[src/rtl/lcs_pkg.sv]
package lcs_pkg;

  // Width of every operand and of the solution.
  localparam int unsigned OPERAND_WIDTH = 32;

  typedef logic [OPERAND_WIDTH-1:0] operand_t;

  // One input transaction.
  typedef struct packed {
    operand_t coefficient;
    operand_t target;
    operand_t modulus;
  } lcs_in_t;

  // One result transaction.
  typedef struct packed {
    operand_t solution;
    logic     no_solution;
  } lcs_out_t;

  // Modular addition of two residues below n (n at least one).
  function automatic operand_t add_mod(operand_t x, operand_t y, operand_t n);
    operand_t gap;
    gap = n - y;
    return (x >= gap) ? (x - gap) : (x + y);
  endfunction

  // Modular subtraction of two residues below n.
  function automatic operand_t sub_mod(operand_t x, operand_t y, operand_t n);
    return (x >= y) ? (x - y) : (x + (n - y));
  endfunction

endpackage

[src/rtl/lcs_div.sv]
module lcs_div (
  input  logic              clk_i,
  input  logic              rst_ni,
  input  logic              start_i,
  input  lcs_pkg::operand_t dividend_i,
  input  lcs_pkg::operand_t divisor_i,
  output logic              done_o,
  output lcs_pkg::operand_t quot_o,
  output lcs_pkg::operand_t rem_o
);
  import lcs_pkg::*;

  localparam int unsigned CntW = $clog2(OPERAND_WIDTH);

  typedef enum logic [1:0] {
    DIV_IDLE,
    DIV_ALIGN,
    DIV_REDUCE
  } div_state_e;

  div_state_e            state_q;
  operand_t              rem_q;
  operand_t              quot_q;
  operand_t              dvs_q;
  logic [CntW-1:0]       shift_q;
  logic                  done_q;
  logic [OPERAND_WIDTH:0] dbl;
  logic [OPERAND_WIDTH:0] rem_ext;
  logic                  fits;

  // The doubled divisor is compared one bit wider so that it never wraps.
  assign dbl     = {dvs_q, 1'b0};
  assign rem_ext = {1'b0, rem_q};
  assign fits    = (rem_q >= dvs_q);

  // Align the divisor under the dividend, then take one quotient bit per cycle.
  always_ff @(posedge clk_i or negedge rst_ni) begin
    if (!rst_ni) begin
      state_q <= DIV_IDLE;
      done_q  <= 1'b0;
    end else begin
      done_q <= 1'b0;
      case (state_q)
        DIV_IDLE: begin
          if (start_i) begin
            rem_q   <= dividend_i;
            dvs_q   <= divisor_i;
            quot_q  <= '0;
            shift_q <= '0;
            state_q <= DIV_ALIGN;
          end
        end
        DIV_ALIGN: begin
          if (dbl <= rem_ext) begin
            dvs_q   <= dbl[OPERAND_WIDTH-1:0];
            shift_q <= shift_q + CntW'(1);
          end else begin
            state_q <= DIV_REDUCE;
          end
        end
        DIV_REDUCE: begin
          if (fits) begin
            rem_q <= rem_q - dvs_q;
          end
          quot_q <= {quot_q[OPERAND_WIDTH-2:0], fits};
          if (shift_q == '0) begin
            done_q  <= 1'b1;
            state_q <= DIV_IDLE;
          end else begin
            dvs_q   <= dvs_q >> 1;
            shift_q <= shift_q - CntW'(1);
          end
        end
        default: state_q <= DIV_IDLE;
      endcase
    end
  end

  assign done_o = done_q;
  assign quot_o = quot_q;
  assign rem_o  = rem_q;

  // The sequencer never asks for a division by zero.
  assert property (@(posedge clk_i) disable iff (!rst_ni)
    start_i |-> divisor_i != '0)
    else $error("lcs_div: division by zero requested");

endmodule

[src/rtl/lcs_mulmod.sv]
module lcs_mulmod (
  input  logic              clk_i,
  input  logic              rst_ni,
  input  logic              start_i,
  input  lcs_pkg::operand_t x_i,
  input  lcs_pkg::operand_t y_i,
  input  lcs_pkg::operand_t n_i,
  output logic              done_o,
  output lcs_pkg::operand_t prod_o
);
  import lcs_pkg::*;

  typedef enum logic {
    MM_IDLE,
    MM_RUN
  } mm_state_e;

  mm_state_e state_q;
  operand_t  acc_q;
  operand_t  x_q;
  operand_t  y_q;
  operand_t  n_q;
  logic      done_q;

  // Shift-and-add product modulo n: scan the multiplier from its low end and
  // stop as soon as no set bits remain.
  always_ff @(posedge clk_i or negedge rst_ni) begin
    if (!rst_ni) begin
      state_q <= MM_IDLE;
      done_q  <= 1'b0;
    end else begin
      done_q <= 1'b0;
      case (state_q)
        MM_IDLE: begin
          if (start_i) begin
            acc_q   <= '0;
            x_q     <= x_i;
            y_q     <= y_i;
            n_q     <= n_i;
            state_q <= MM_RUN;
          end
        end
        MM_RUN: begin
          if (y_q == '0) begin
            done_q  <= 1'b1;
            state_q <= MM_IDLE;
          end else begin
            if (y_q[0]) begin
              acc_q <= add_mod(acc_q, x_q, n_q);
            end
            x_q <= add_mod(x_q, x_q, n_q);
            y_q <= y_q >> 1;
          end
        end
        default: state_q <= MM_IDLE;
      endcase
    end
  end

  assign done_o = done_q;
  assign prod_o = acc_q;

  // The multiplicand must already be a residue of the modulus.
  assert property (@(posedge clk_i) disable iff (!rst_ni)
    start_i |-> x_i < n_i)
    else $error("lcs_mulmod: multiplicand not reduced");

endmodule

[src/rtl/linear_congruence_solver_top.sv]
// Linear congruence solver: finds the smallest non-negative x with
// coefficient * x == target (mod modulus), or flags that none exists.
//
// Input: a transaction is taken when start is high while busy is low. busy
// then stays high until the result has been produced; no new transaction
// is taken meanwhile.
// Output: result_valid_o is high for exactly one cycle with the result on
// result_o. The receiver cannot stall; the result must be taken in that cycle.
// A new transaction may be started in the cycle the result is shown.
//
// Sequence: one set-up step, then per extended Euclid step one division and
// one modular multiply, followed, when the gcd divides the target, by four
// divisions and one modular multiply for the final reduction. The
// shift-subtract divider and the shift-and-add modular multiplier are used
// one at a time by the sequencer.
//
// Reset returns the sequencer and both arithmetic units to idle; no
// transaction is in flight afterwards.
module linear_congruence_solver_top (
  input  logic             clk_i,
  input  logic             rst_ni,
  input  logic             start,
  output logic             busy,
  input  lcs_pkg::lcs_in_t item_i,
  output logic             result_valid_o,
  output lcs_pkg::lcs_out_t result_o
);
  import lcs_pkg::*;

  typedef enum logic [3:0] {
    S_IDLE,
    S_INIT,
    S_EUC,
    S_EUC_DIV,
    S_EUC_MUL,
    S_T_DIV,
    S_N_DIV,
    S_S_DIV,
    S_TQ_DIV,
    S_F_MUL
  } seq_state_e;

  seq_state_e state_q;
  lcs_in_t    item_q;
  operand_t   r0_q;
  operand_t   r1_q;
  operand_t   s0_q;
  operand_t   s1_q;
  operand_t   tq_q;
  operand_t   n_q;
  logic       valid_q;
  lcs_out_t   result_q;

  logic       div_start_q;
  operand_t   div_a_q;
  operand_t   div_b_q;
  logic       div_done;
  operand_t   div_quot;
  operand_t   div_rem;

  logic       mm_start_q;
  operand_t   mm_x_q;
  operand_t   mm_y_q;
  operand_t   mm_n_q;
  logic       mm_done;
  operand_t   mm_prod;

  // Arithmetic units shared by the Euclid and reduction steps of the sequence.
  lcs_div u_div (
    .clk_i      (clk_i),
    .rst_ni     (rst_ni),
    .start_i    (div_start_q),
    .dividend_i (div_a_q),
    .divisor_i  (div_b_q),
    .done_o     (div_done),
    .quot_o     (div_quot),
    .rem_o      (div_rem)
  );

  lcs_mulmod u_mulmod (
    .clk_i   (clk_i),
    .rst_ni  (rst_ni),
    .start_i (mm_start_q),
    .x_i     (mm_x_q),
    .y_i     (mm_y_q),
    .n_i     (mm_n_q),
    .done_o  (mm_done),
    .prod_o  (mm_prod)
  );

  // Sequencer: extended Euclid with the Bezout coefficient kept modulo m,
  // then the divisibility check and the final reduction.
  always_ff @(posedge clk_i or negedge rst_ni) begin
    if (!rst_ni) begin
      state_q     <= S_IDLE;
      valid_q     <= 1'b0;
      div_start_q <= 1'b0;
      mm_start_q  <= 1'b0;
    end else begin
      valid_q     <= 1'b0;
      div_start_q <= 1'b0;
      mm_start_q  <= 1'b0;
      case (state_q)
        S_IDLE: begin
          if (start) begin
            item_q  <= item_i;
            state_q <= S_INIT;
          end
        end
        S_INIT: begin
          if (item_q.modulus == '0) begin
            // The congruence is undefined for a zero modulus.
            result_q.solution    <= '0;
            result_q.no_solution <= 1'b1;
            valid_q              <= 1'b1;
            state_q              <= S_IDLE;
          end else begin
            r0_q    <= item_q.coefficient;
            r1_q    <= item_q.modulus;
            s0_q    <= (item_q.modulus == OPERAND_WIDTH'(1)) ? '0 : OPERAND_WIDTH'(1);
            s1_q    <= '0;
            state_q <= S_EUC;
          end
        end
        S_EUC: begin
          div_start_q <= 1'b1;
          if (r1_q == '0) begin
            // r0 now holds the gcd; test whether it divides the target.
            div_a_q <= item_q.target;
            div_b_q <= r0_q;
            state_q <= S_T_DIV;
          end else begin
            div_a_q <= r0_q;
            div_b_q <= r1_q;
            state_q <= S_EUC_DIV;
          end
        end
        S_EUC_DIV: begin
          if (div_done) begin
            r0_q       <= r1_q;
            r1_q       <= div_rem;
            mm_start_q <= 1'b1;
            mm_x_q     <= s1_q;
            mm_y_q     <= div_quot;
            mm_n_q     <= item_q.modulus;
            state_q    <= S_EUC_MUL;
          end
        end
        S_EUC_MUL: begin
          if (mm_done) begin
            s0_q    <= s1_q;
            s1_q    <= sub_mod(s0_q, mm_prod, item_q.modulus);
            state_q <= S_EUC;
          end
        end
        S_T_DIV: begin
          if (div_done) begin
            if (div_rem != '0) begin
              result_q.solution    <= '0;
              result_q.no_solution <= 1'b1;
              valid_q              <= 1'b1;
              state_q              <= S_IDLE;
            end else begin
              tq_q        <= div_quot;
              div_start_q <= 1'b1;
              div_a_q     <= item_q.modulus;
              div_b_q     <= r0_q;
              state_q     <= S_N_DIV;
            end
          end
        end
        S_N_DIV: begin
          // Reduced modulus n = m / g.
          if (div_done) begin
            n_q         <= div_quot;
            div_start_q <= 1'b1;
            div_a_q     <= s0_q;
            div_b_q     <= div_quot;
            state_q     <= S_S_DIV;
          end
        end
        S_S_DIV: begin
          if (div_done) begin
            s0_q        <= div_rem;
            div_start_q <= 1'b1;
            div_a_q     <= tq_q;
            div_b_q     <= n_q;
            state_q     <= S_TQ_DIV;
          end
        end
        S_TQ_DIV: begin
          if (div_done) begin
            mm_start_q <= 1'b1;
            mm_x_q     <= s0_q;
            mm_y_q     <= div_rem;
            mm_n_q     <= n_q;
            state_q    <= S_F_MUL;
          end
        end
        S_F_MUL: begin
          if (mm_done) begin
            result_q.solution    <= mm_prod;
            result_q.no_solution <= 1'b0;
            valid_q              <= 1'b1;
            state_q              <= S_IDLE;
          end
        end
        default: state_q <= S_IDLE;
      endcase
    end
  end

  assign busy           = (state_q != S_IDLE);
  assign result_valid_o = valid_q;
  assign result_o       = result_q;

  // A result is only ever shown once the sequencer has gone idle.
  assert property (@(posedge clk_i) disable iff (!rst_ni)
    result_valid_o |-> !busy)
    else $error("result shown while still busy");

  // An accepted transaction always occupies the block in the next cycle.
  assert property (@(posedge clk_i) disable iff (!rst_ni)
    start && !busy |=> busy)
    else $error("transaction accepted but block not busy");

  // A missing solution is always reported with a zero value.
  assert property (@(posedge clk_i) disable iff (!rst_ni)
    result_valid_o && result_o.no_solution |-> result_o.solution == '0)
    else $error("no-solution result carries a non-zero value");

  // The Bezout coefficient stays a residue of the modulus throughout Euclid.
  assert property (@(posedge clk_i) disable iff (!rst_ni)
    state_q == S_EUC_MUL |-> s0_q < item_q.modulus)
    else $error("Bezout coefficient left its residue range");

endmodule

[config.mk]
export PLATFORM = sky130hd
export DESIGN_NAME = linear_congruence_solver_top
export DESIGN_NICKNAME = d
export VERILOG_FILES = /design/src/rtl/lcs_pkg.sv /design/src/rtl/lcs_div.sv /design/src/rtl/lcs_mulmod.sv /design/src/rtl/linear_congruence_solver_top.sv
export SDC_FILE = /design/constraint.sdc
export NUM_CORES = 2
export LEC_CHECK = 0
export ABC_CLOCK_PERIOD_IN_PS = 20800
export BUFFER_PORTS_ARGS = -buffer_cell sky130_fd_sc_hd__buf_2
export CELL_PAD_IN_SITES_DETAIL_PLACEMENT = 1
export CELL_PAD_IN_SITES_GLOBAL_PLACEMENT = 1
export CORE_MARGIN = 2
export CORE_UTILIZATION = 55
export CTS_CLUSTER_SIZE = 24
export DETAILED_ROUTE_END_ITERATION = 16
export GPL_TIMING_DRIVEN = 0
export PLACE_DENSITY = 0.85
export SYNTH_ARGS = -nofsm -noshare
export SYNTH_HDL_FRONTEND = slang
export SYNTH_HIERARCHICAL = 1
export SYNTH_SLANG_ARGS = --single-unit
[constraint.sdc]
create_clock -name clk_i -period 20.8 [get_ports clk_i]
set_clock_uncertainty 0.1 [all_clocks]
set_input_delay 3.12 -clock clk_i [delete_from_list [all_inputs] [get_ports clk_i]]
set_output_delay 3.12 -clock clk_i [all_outputs]
set_load 0.1 [all_outputs]
## Word level (Yosys, flattened, before mapping)

Cells that the tools add are included.

- Bits in registers: 722
- Output and inout port bits: 35
- Word-level logic and storage cells: 212

- $add $sub $neg: 11
- $lt $le $gt $ge: 5
- Equal/unequal tests: 33
- Multiplexer cells: 94
- Bitwise gates (word level): 2
- Reduce and logical (&&, ||, !) cells: 35

Operators with widths:

| kind | count |
|---|---|
| two-way mux 32 bit | 36 |
| case mux 32 bit (2 select lines) | 11 |
| case mux 32 bit (4 select lines) | 2 |
| case mux 32 bit (3 select lines) | 2 |
| subtractor 32 bit | 6 |
| two-way mux 33 bit | 4 |
| >= comparator 32 bit | 4 |
| case mux 33 bit (3 select lines) | 1 |
| adder 32 bit | 3 |
| zero test 32 bit | 3 |
| case mux 4 bit (10 select lines) | 1 |
| <= comparator 33 x 32 -> 1 bit | 1 |
| equality test 32 x 1 -> 1 bit (second input constant) | 1 |
| two-way mux 4 bit | 8 |
| nonzero test 32 bit | 1 |
| AND reduction 4 bit | 6 |
| != test 2 bit (second input constant) | 11 |
| != test 2 x 1 -> 1 bit (second input constant) | 10 |
| AND reduction 3 bit | 6 |
| equality test 4 x 3 -> 1 bit (second input constant) | 4 |
| two-way mux 1 bit | 15 |
| two-way mux 5 bit | 3 |
| case mux 5 bit (3 select lines) | 1 |
| AND reduction 6 bit | 2 |
| other kinds (22) | 38 |

## Depth between registers and ports, before layout

- Word-level depth: 6
- Gate-level depth with buffers: 31
- Mapped depth without buffers: 27

## Hierarchy

The synthesis kept the hierarchy.

By module, submodules not included:

| module | instances | cells an instance | area each (µm²) | sequential area each (µm²) |
|---|---|---|---|---|
| linear_congruence_solver_top | 1 | 2053 | 24617.4 | 14619.0 |
| lcs_mulmod | 1 | 1261 | 11674.9 | 3893.7 |
| lcs_div | 1 | 745 | 7440.9 | 3108.0 |

## Worst setup path after synthesis

Ideal clock, no wire load.

- Path kind: input to register
- Start point: in rst_ni
- End point: reg r0_q[0] (enable)
- Arrival time: 7.791 ns
- Data required time: 20.115 ns
- Path slack: 12.325 ns
- Stages: 1
- Cells stage by stage: a21boi_0

- Word-level cells in the longest chain between the ends: 1

RTL lines:

| item | RTL line | text |
|---|---|---|
| from (decl) | linear_congruence_solver_top.sv:21 | `input logic rst_ni,` |
| AND reduction 4 bit (no line) | - |  |
| to (signal assigned) | linear_congruence_solver_top.sv:118 | `r0_q <= item_q.coefficient;` |
| to (signal assigned) | linear_congruence_solver_top.sv:140 | `r0_q <= r1_q;` |
| to (decl) | linear_congruence_solver_top.sv:45 | `operand_t r0_q;` |

Every way passes these cells.
A chain may end at the register's enable or synchronous reset.

## Final worst setup path

- Start point: reg u_mulmod.n_q[0]
- End point: reg u_mulmod.acc_q[15], in the netlist u_mulmod/prod_o[15], data pin

- Word-level cells in the longest chain between the ends: 6

RTL lines:

| item | RTL line | text |
|---|---|---|
| from (decl) | lcs_mulmod.sv:22 | `operand_t n_q;` |
| from (signal assigned) | lcs_mulmod.sv:39 | `n_q <= n_i;` |
| subtractor 32 bit (*) | lcs_pkg.sv:24 | `gap = n - y;` |
| subtractor 32 bit / >= comparator 32 bit (equally long branches) | lcs_pkg.sv:25 | `return (x >= gap) ? (x - gap) : (x + y);` |
| two-way mux 32 bit (*) | lcs_pkg.sv:25 |  |
| two-way mux 32 bit (*) | lcs_mulmod.sv:48 | `if (y_q[0]) begin` |
| two-way mux 32 bit (*) | lcs_mulmod.sv:44 | `if (y_q == '0) begin` |
| case mux 32 bit (2 select lines) (*) | lcs_mulmod.sv:33 | `case (state_q)` |
| to (signal assigned) | lcs_mulmod.sv:49 | `acc_q <= add_mod(acc_q, x_q, n_q);` |
| to (decl) | lcs_mulmod.sv:19 | `operand_t acc_q;` |

Mark *: on every way between the ends. The rest lies on a longest branch, timed or not. The select of a mux whose other input is x is not followed.

==> results.py <==
metrics = {
    "placed_design": {
        "dp.cells": 5266,
        "port_buffers": 133,
        "dp.final_hpwl_um": 123000,
        "post-place-ws_ns": 13.60,
        "gp_congestion": 0.971,
    },
    "sta": {
        "worst_pin_slew_ns": 1.17,
        "rsz0062_at_grt": "false",
        "fin_crit_sh": 0.354,
        "max_freq_ghz": 0.136,
        "setup_slack_ns": 13.44,
        "slew_viol_final": 0,
        "post-route-min-period_ns": 7.36,
        "setup_tns_ns": 0,
        "setup_violations": 0,
        "final_hold_viol_count": 0,
        "hold_slack_ns": 0.319,
        "maxSlewHeadroom": 0.218,
    },
    "cts": {
        "clk_latency_ns": 0.67,
        "clockBufferDepth": 3,
        "htreeDepth": 3,
        "cts_buffers": 81,
        "cts_tree": "built",
        "post_cts_buffers": 0,
        "clk_pin_slew_ns": 0.06,
        "clock_sinks": 722,
        "cts-root-buf": "clkbuf_16",
        "post_cts_resized": 0,
        "hold_buffers": 0,
    },
    "pwr": {
        "clockPowerShare": 0.213,
        "swShare": 0.438,
        "combinationalPowerShare": 0.478,
        "ir_worst_vdd_uv": 99.8,
        "powerDensity_nw_per_um2": 150,
        "power_switching_mw": 3.21,
        "p_int_mw": 4.13,
        "p_seq_frac": 0.309,
        "power.leakage_nw": 18.9,
    },
    "routing": {
        "first_iter_violations": 3871,
        "dr.pass1.iters": 5,
        "vias": 36100,
        "wire_per_inst_um": 30.0,
        "route.detailed.drc": 0,
        "drtAntennaViolNets": 0,
        "viasPerCell": 6.67,
        "wirelength_um": 162000,
    },
    "synthesis": {
        "synth_xor_area_frac": 0.0385,
        "synth.area.top_cells": "edfxtp_1, ha_1, mux2_2",
        "synth_cell_types": 105,
        "seq_area_frac_synth": 0.494,
        "ys_ff_latch": 722,
        "yosys.area_share.simple": 0.111,
        "synth_compound_area_frac": 0.169,
        "yosysTopAreaCell": "edfxtp_1",
        "synth_fa_ha_area_frac": 0.0917,
        "muxShareOfSynthArea": 0.0517,
        "synth_top_area_share": 0.488,
        "syn-cell-area_um2": 43700,
        "synth_top_family_by_area": "compound AO/OA/AOI/OAI gates",
        "synth_edf_count": 710,
        "syn_nets": 4454,
        "postSynthCellCount": 4059,
        "yosys_warnings": 6,
        "synthArstFlopShare": 0.0166,
        "syn_avg_cell_area_um2": 10.8,
        "ys.flop_type": "edfxtp_1",
    },
    "critical_path": {
        "worstSetupPathType": "flop to flop",
        "cpPeakStageDelay_ns": 0.64,
        "crit_slowest_cell": "nor3_1",
        "worst_ep_arrival_time_ns": 7.63,
        "cp_max_fo": 10,
        "start_kind": "flop",
        "cp.required_ns": 21.07,
        "worst_setup_path_end_kind": "flop",
    },
    "grt": {
        "overflow": 0,
        "grt_pass1_vias": 37800,
        "grt_max_degree": 37,
        "grt_usage": 0.394,
        "antenna_found_initial": 5,
        "grt_pass1_wl_um": 240000,
    },
    "cells_and_area": {
        "drive_gt1_frac": 0.124,
        "layout_common_cells": "edfxtp_1, nand2_1, inv_1, nor2_1, a21oi_1",
        "fillers": 8354,
        "syn2layout_area_growth_pct": 12.1,
        "seq_area_um2": 21600,
        "finish.utilization": 0.622,
        "multi_input_area_um2": 20300,
        "stdcell_count": 5416,
        "final_common_cell": "edfxtp_1",
        "final_nets": 4694,
    },
    "job": {
        "maxCapViolCount": 0,
    },
    "hold_path": {
        "hold_class": "flop to flop",
    },
    "die": {
        "io_pins": 134,
        "initial_core_util": 0.554,
        "die_w_um": 286,
        "num_rows": 103,
        "dieArea_um2": 81800,
        "die_height_um": 286,
        "placeableCoreArea_um2": 78900,
    },
    "status": {
        "status": "finished clean",
    },
}
-- layer usage --
layer  routed length [µm]  vias to the layer above  share of wire  GRT usage
met5                   50                        -        0.00031          0
met4                11100                        8          0.069      0.241
met3                13900                      538          0.086     0.0644
met2                77700                     2156           0.48      0.661
met1                59700                    17900           0.37      0.478
li1                     -                    15500              -          -
-- stage by stage --
step                      cell area [µm²]  power (mW)
after floorplan                     43700        4.49
after global placement              45700        5.42
after detailed placement            46200        5.60
after CTS                           49000        7.23
after global routing                49000        7.64
final                               49000        7.34
-- logic make-up (layout without fill, tap and decap cells) --
logic type	Yosys count	count (layout)
other	0	2
flip-flops	722	722
buffers and inverters	492	797
XOR/XNOR	192	192
AND/OR/NAND/NOR	1033	1033
adder cells (fa/ha/maj)	298	298
multiplexers	203	203
AO/OA/AOI/OAI	1119	1119
-- area by class of cell --
type	count	share of cell area
repair buffers	157	0.0216
plain buffers	171	0.0150
clock buffers	95	0.0431
clock inverters	53	0.0144
multi-input cells	2845	0.413
diodes	2	0.000102
flip-flops and latches	722	0.441
inverters	321	0.0246
well taps	1050	0.0268
-- Yosys cell counts, types with 8 or more instances --
| cell type | number |
|---|---|
| a211oi_1 | 36 |
| a21boi_0 | 9 |
| a21o_1 | 126 |
| a21oi_1 | 280 |
| a22o_1 | 31 |
| a22oi_1 | 56 |
| a31oi_1 | 56 |
| a32oi_1 | 32 |
| and2_1 | 52 |
| and3_1 | 19 |
| buf_2 | 9 |
| clkbuf_1 | 141 |
| dfrtp_1 | 12 |
| edfxtp_1 | 710 |
| fa_1 | 38 |
| ha_1 | 258 |
| inv_1 | 320 |
| mux2_2 | 179 |
| mux2i_1 | 23 |
| nand2_1 | 353 |
| nand2b_1 | 30 |
| nand3_1 | 45 |
| nand4_1 | 38 |
| nor2_1 | 290 |
| nor2b_1 | 56 |
| nor3_1 | 53 |
| nor4_1 | 32 |
| o2111ai_1 | 8 |
| o211ai_1 | 36 |
| o21a_1 | 36 |
| o21ai_0 | 205 |
| o21ai_1 | 10 |
| o21bai_1 | 32 |
| o22ai_1 | 57 |
| o31ai_1 | 12 |
| or2_2 | 9 |
| or3_1 | 8 |
| xnor2_1 | 114 |
| xor2_1 | 78 |
-- path summary, 6_finish.rpt --
| kind | start | endpoint | slack (ns) | cells past startpoint |
|---|---|---|---|---|
| max | u_mulmod/n_q[0] | u_mulmod/prod_o[15] | 13.44 | 27 |
| min | mm_n_q[25] | u_mulmod/n_q[25] | 0.32 | 0 |
| max reg2reg | u_mulmod/n_q[0] | u_mulmod/prod_o[15] | 13.44 | 27 |
| min reg2reg | mm_n_q[25] | u_mulmod/n_q[25] | 0.32 | 0 |
| max in group asynchronous | rst_ni | result_valid_o | 17.77 | 1 |
| min in group asynchronous | rst_ni | u_div/state_q[1] | 2.38 | 1 |
-- sequential cells by signal, indices dropped and copies added (netlist names), 32 cells and up --
name / count
div_a_q: 32
div_b_q: 32
item_q: 96
mm_n_q: 32
mm_x_q: 32
mm_y_q: 32
n_q: 32
r0_q: 32
r1_q: 32
result_o: 33
s0_q: 32
s1_q: 32
tq_q: 32
u_div/dvs_q: 32
u_div/quot_o: 32
u_div/rem_o: 32
u_mulmod/n_q: 32
u_mulmod/prod_o: 32
u_mulmod/x_q: 32
u_mulmod/y_q: 32
-- worst max-delay path, delay by kind of cell, from the launching register on --
| kind | cells | cell delay [ns] |
|---|---|---|
| adders and majority gates | 3 | 0.76 |
| AOI/OAI and AO/OA | 12 | 3.08 |
| and+or+nand+nor | 5 | 1.31 |
| buffers and inverters | 5 | 0.85 |
| xor gates and xnor gates | 1 | 0.30 |
| DFF | 1 | 0.41 |
| muxes | 1 | 0.23 |
-- power by group through the flow --
| stage | registers, mW | logic (mW) | clock network, mW |
|---|---|---|---|
| 2_1_floorplan | 2.21 | 2.29 | 0 |
| 3_3_place_gp | 2.29 | 3.13 | 0 |
| 3_5_place_dp | 2.26 | 3.34 | 0 |
| 4_1_cts | 2.24 | 3.42 | 1.57 |
| 5_1_grt | 2.27 | 3.75 | 1.61 |
| 6_report | 2.27 | 3.51 | 1.57 |
No activity file was read; power rests on OpenSTA's default activity.
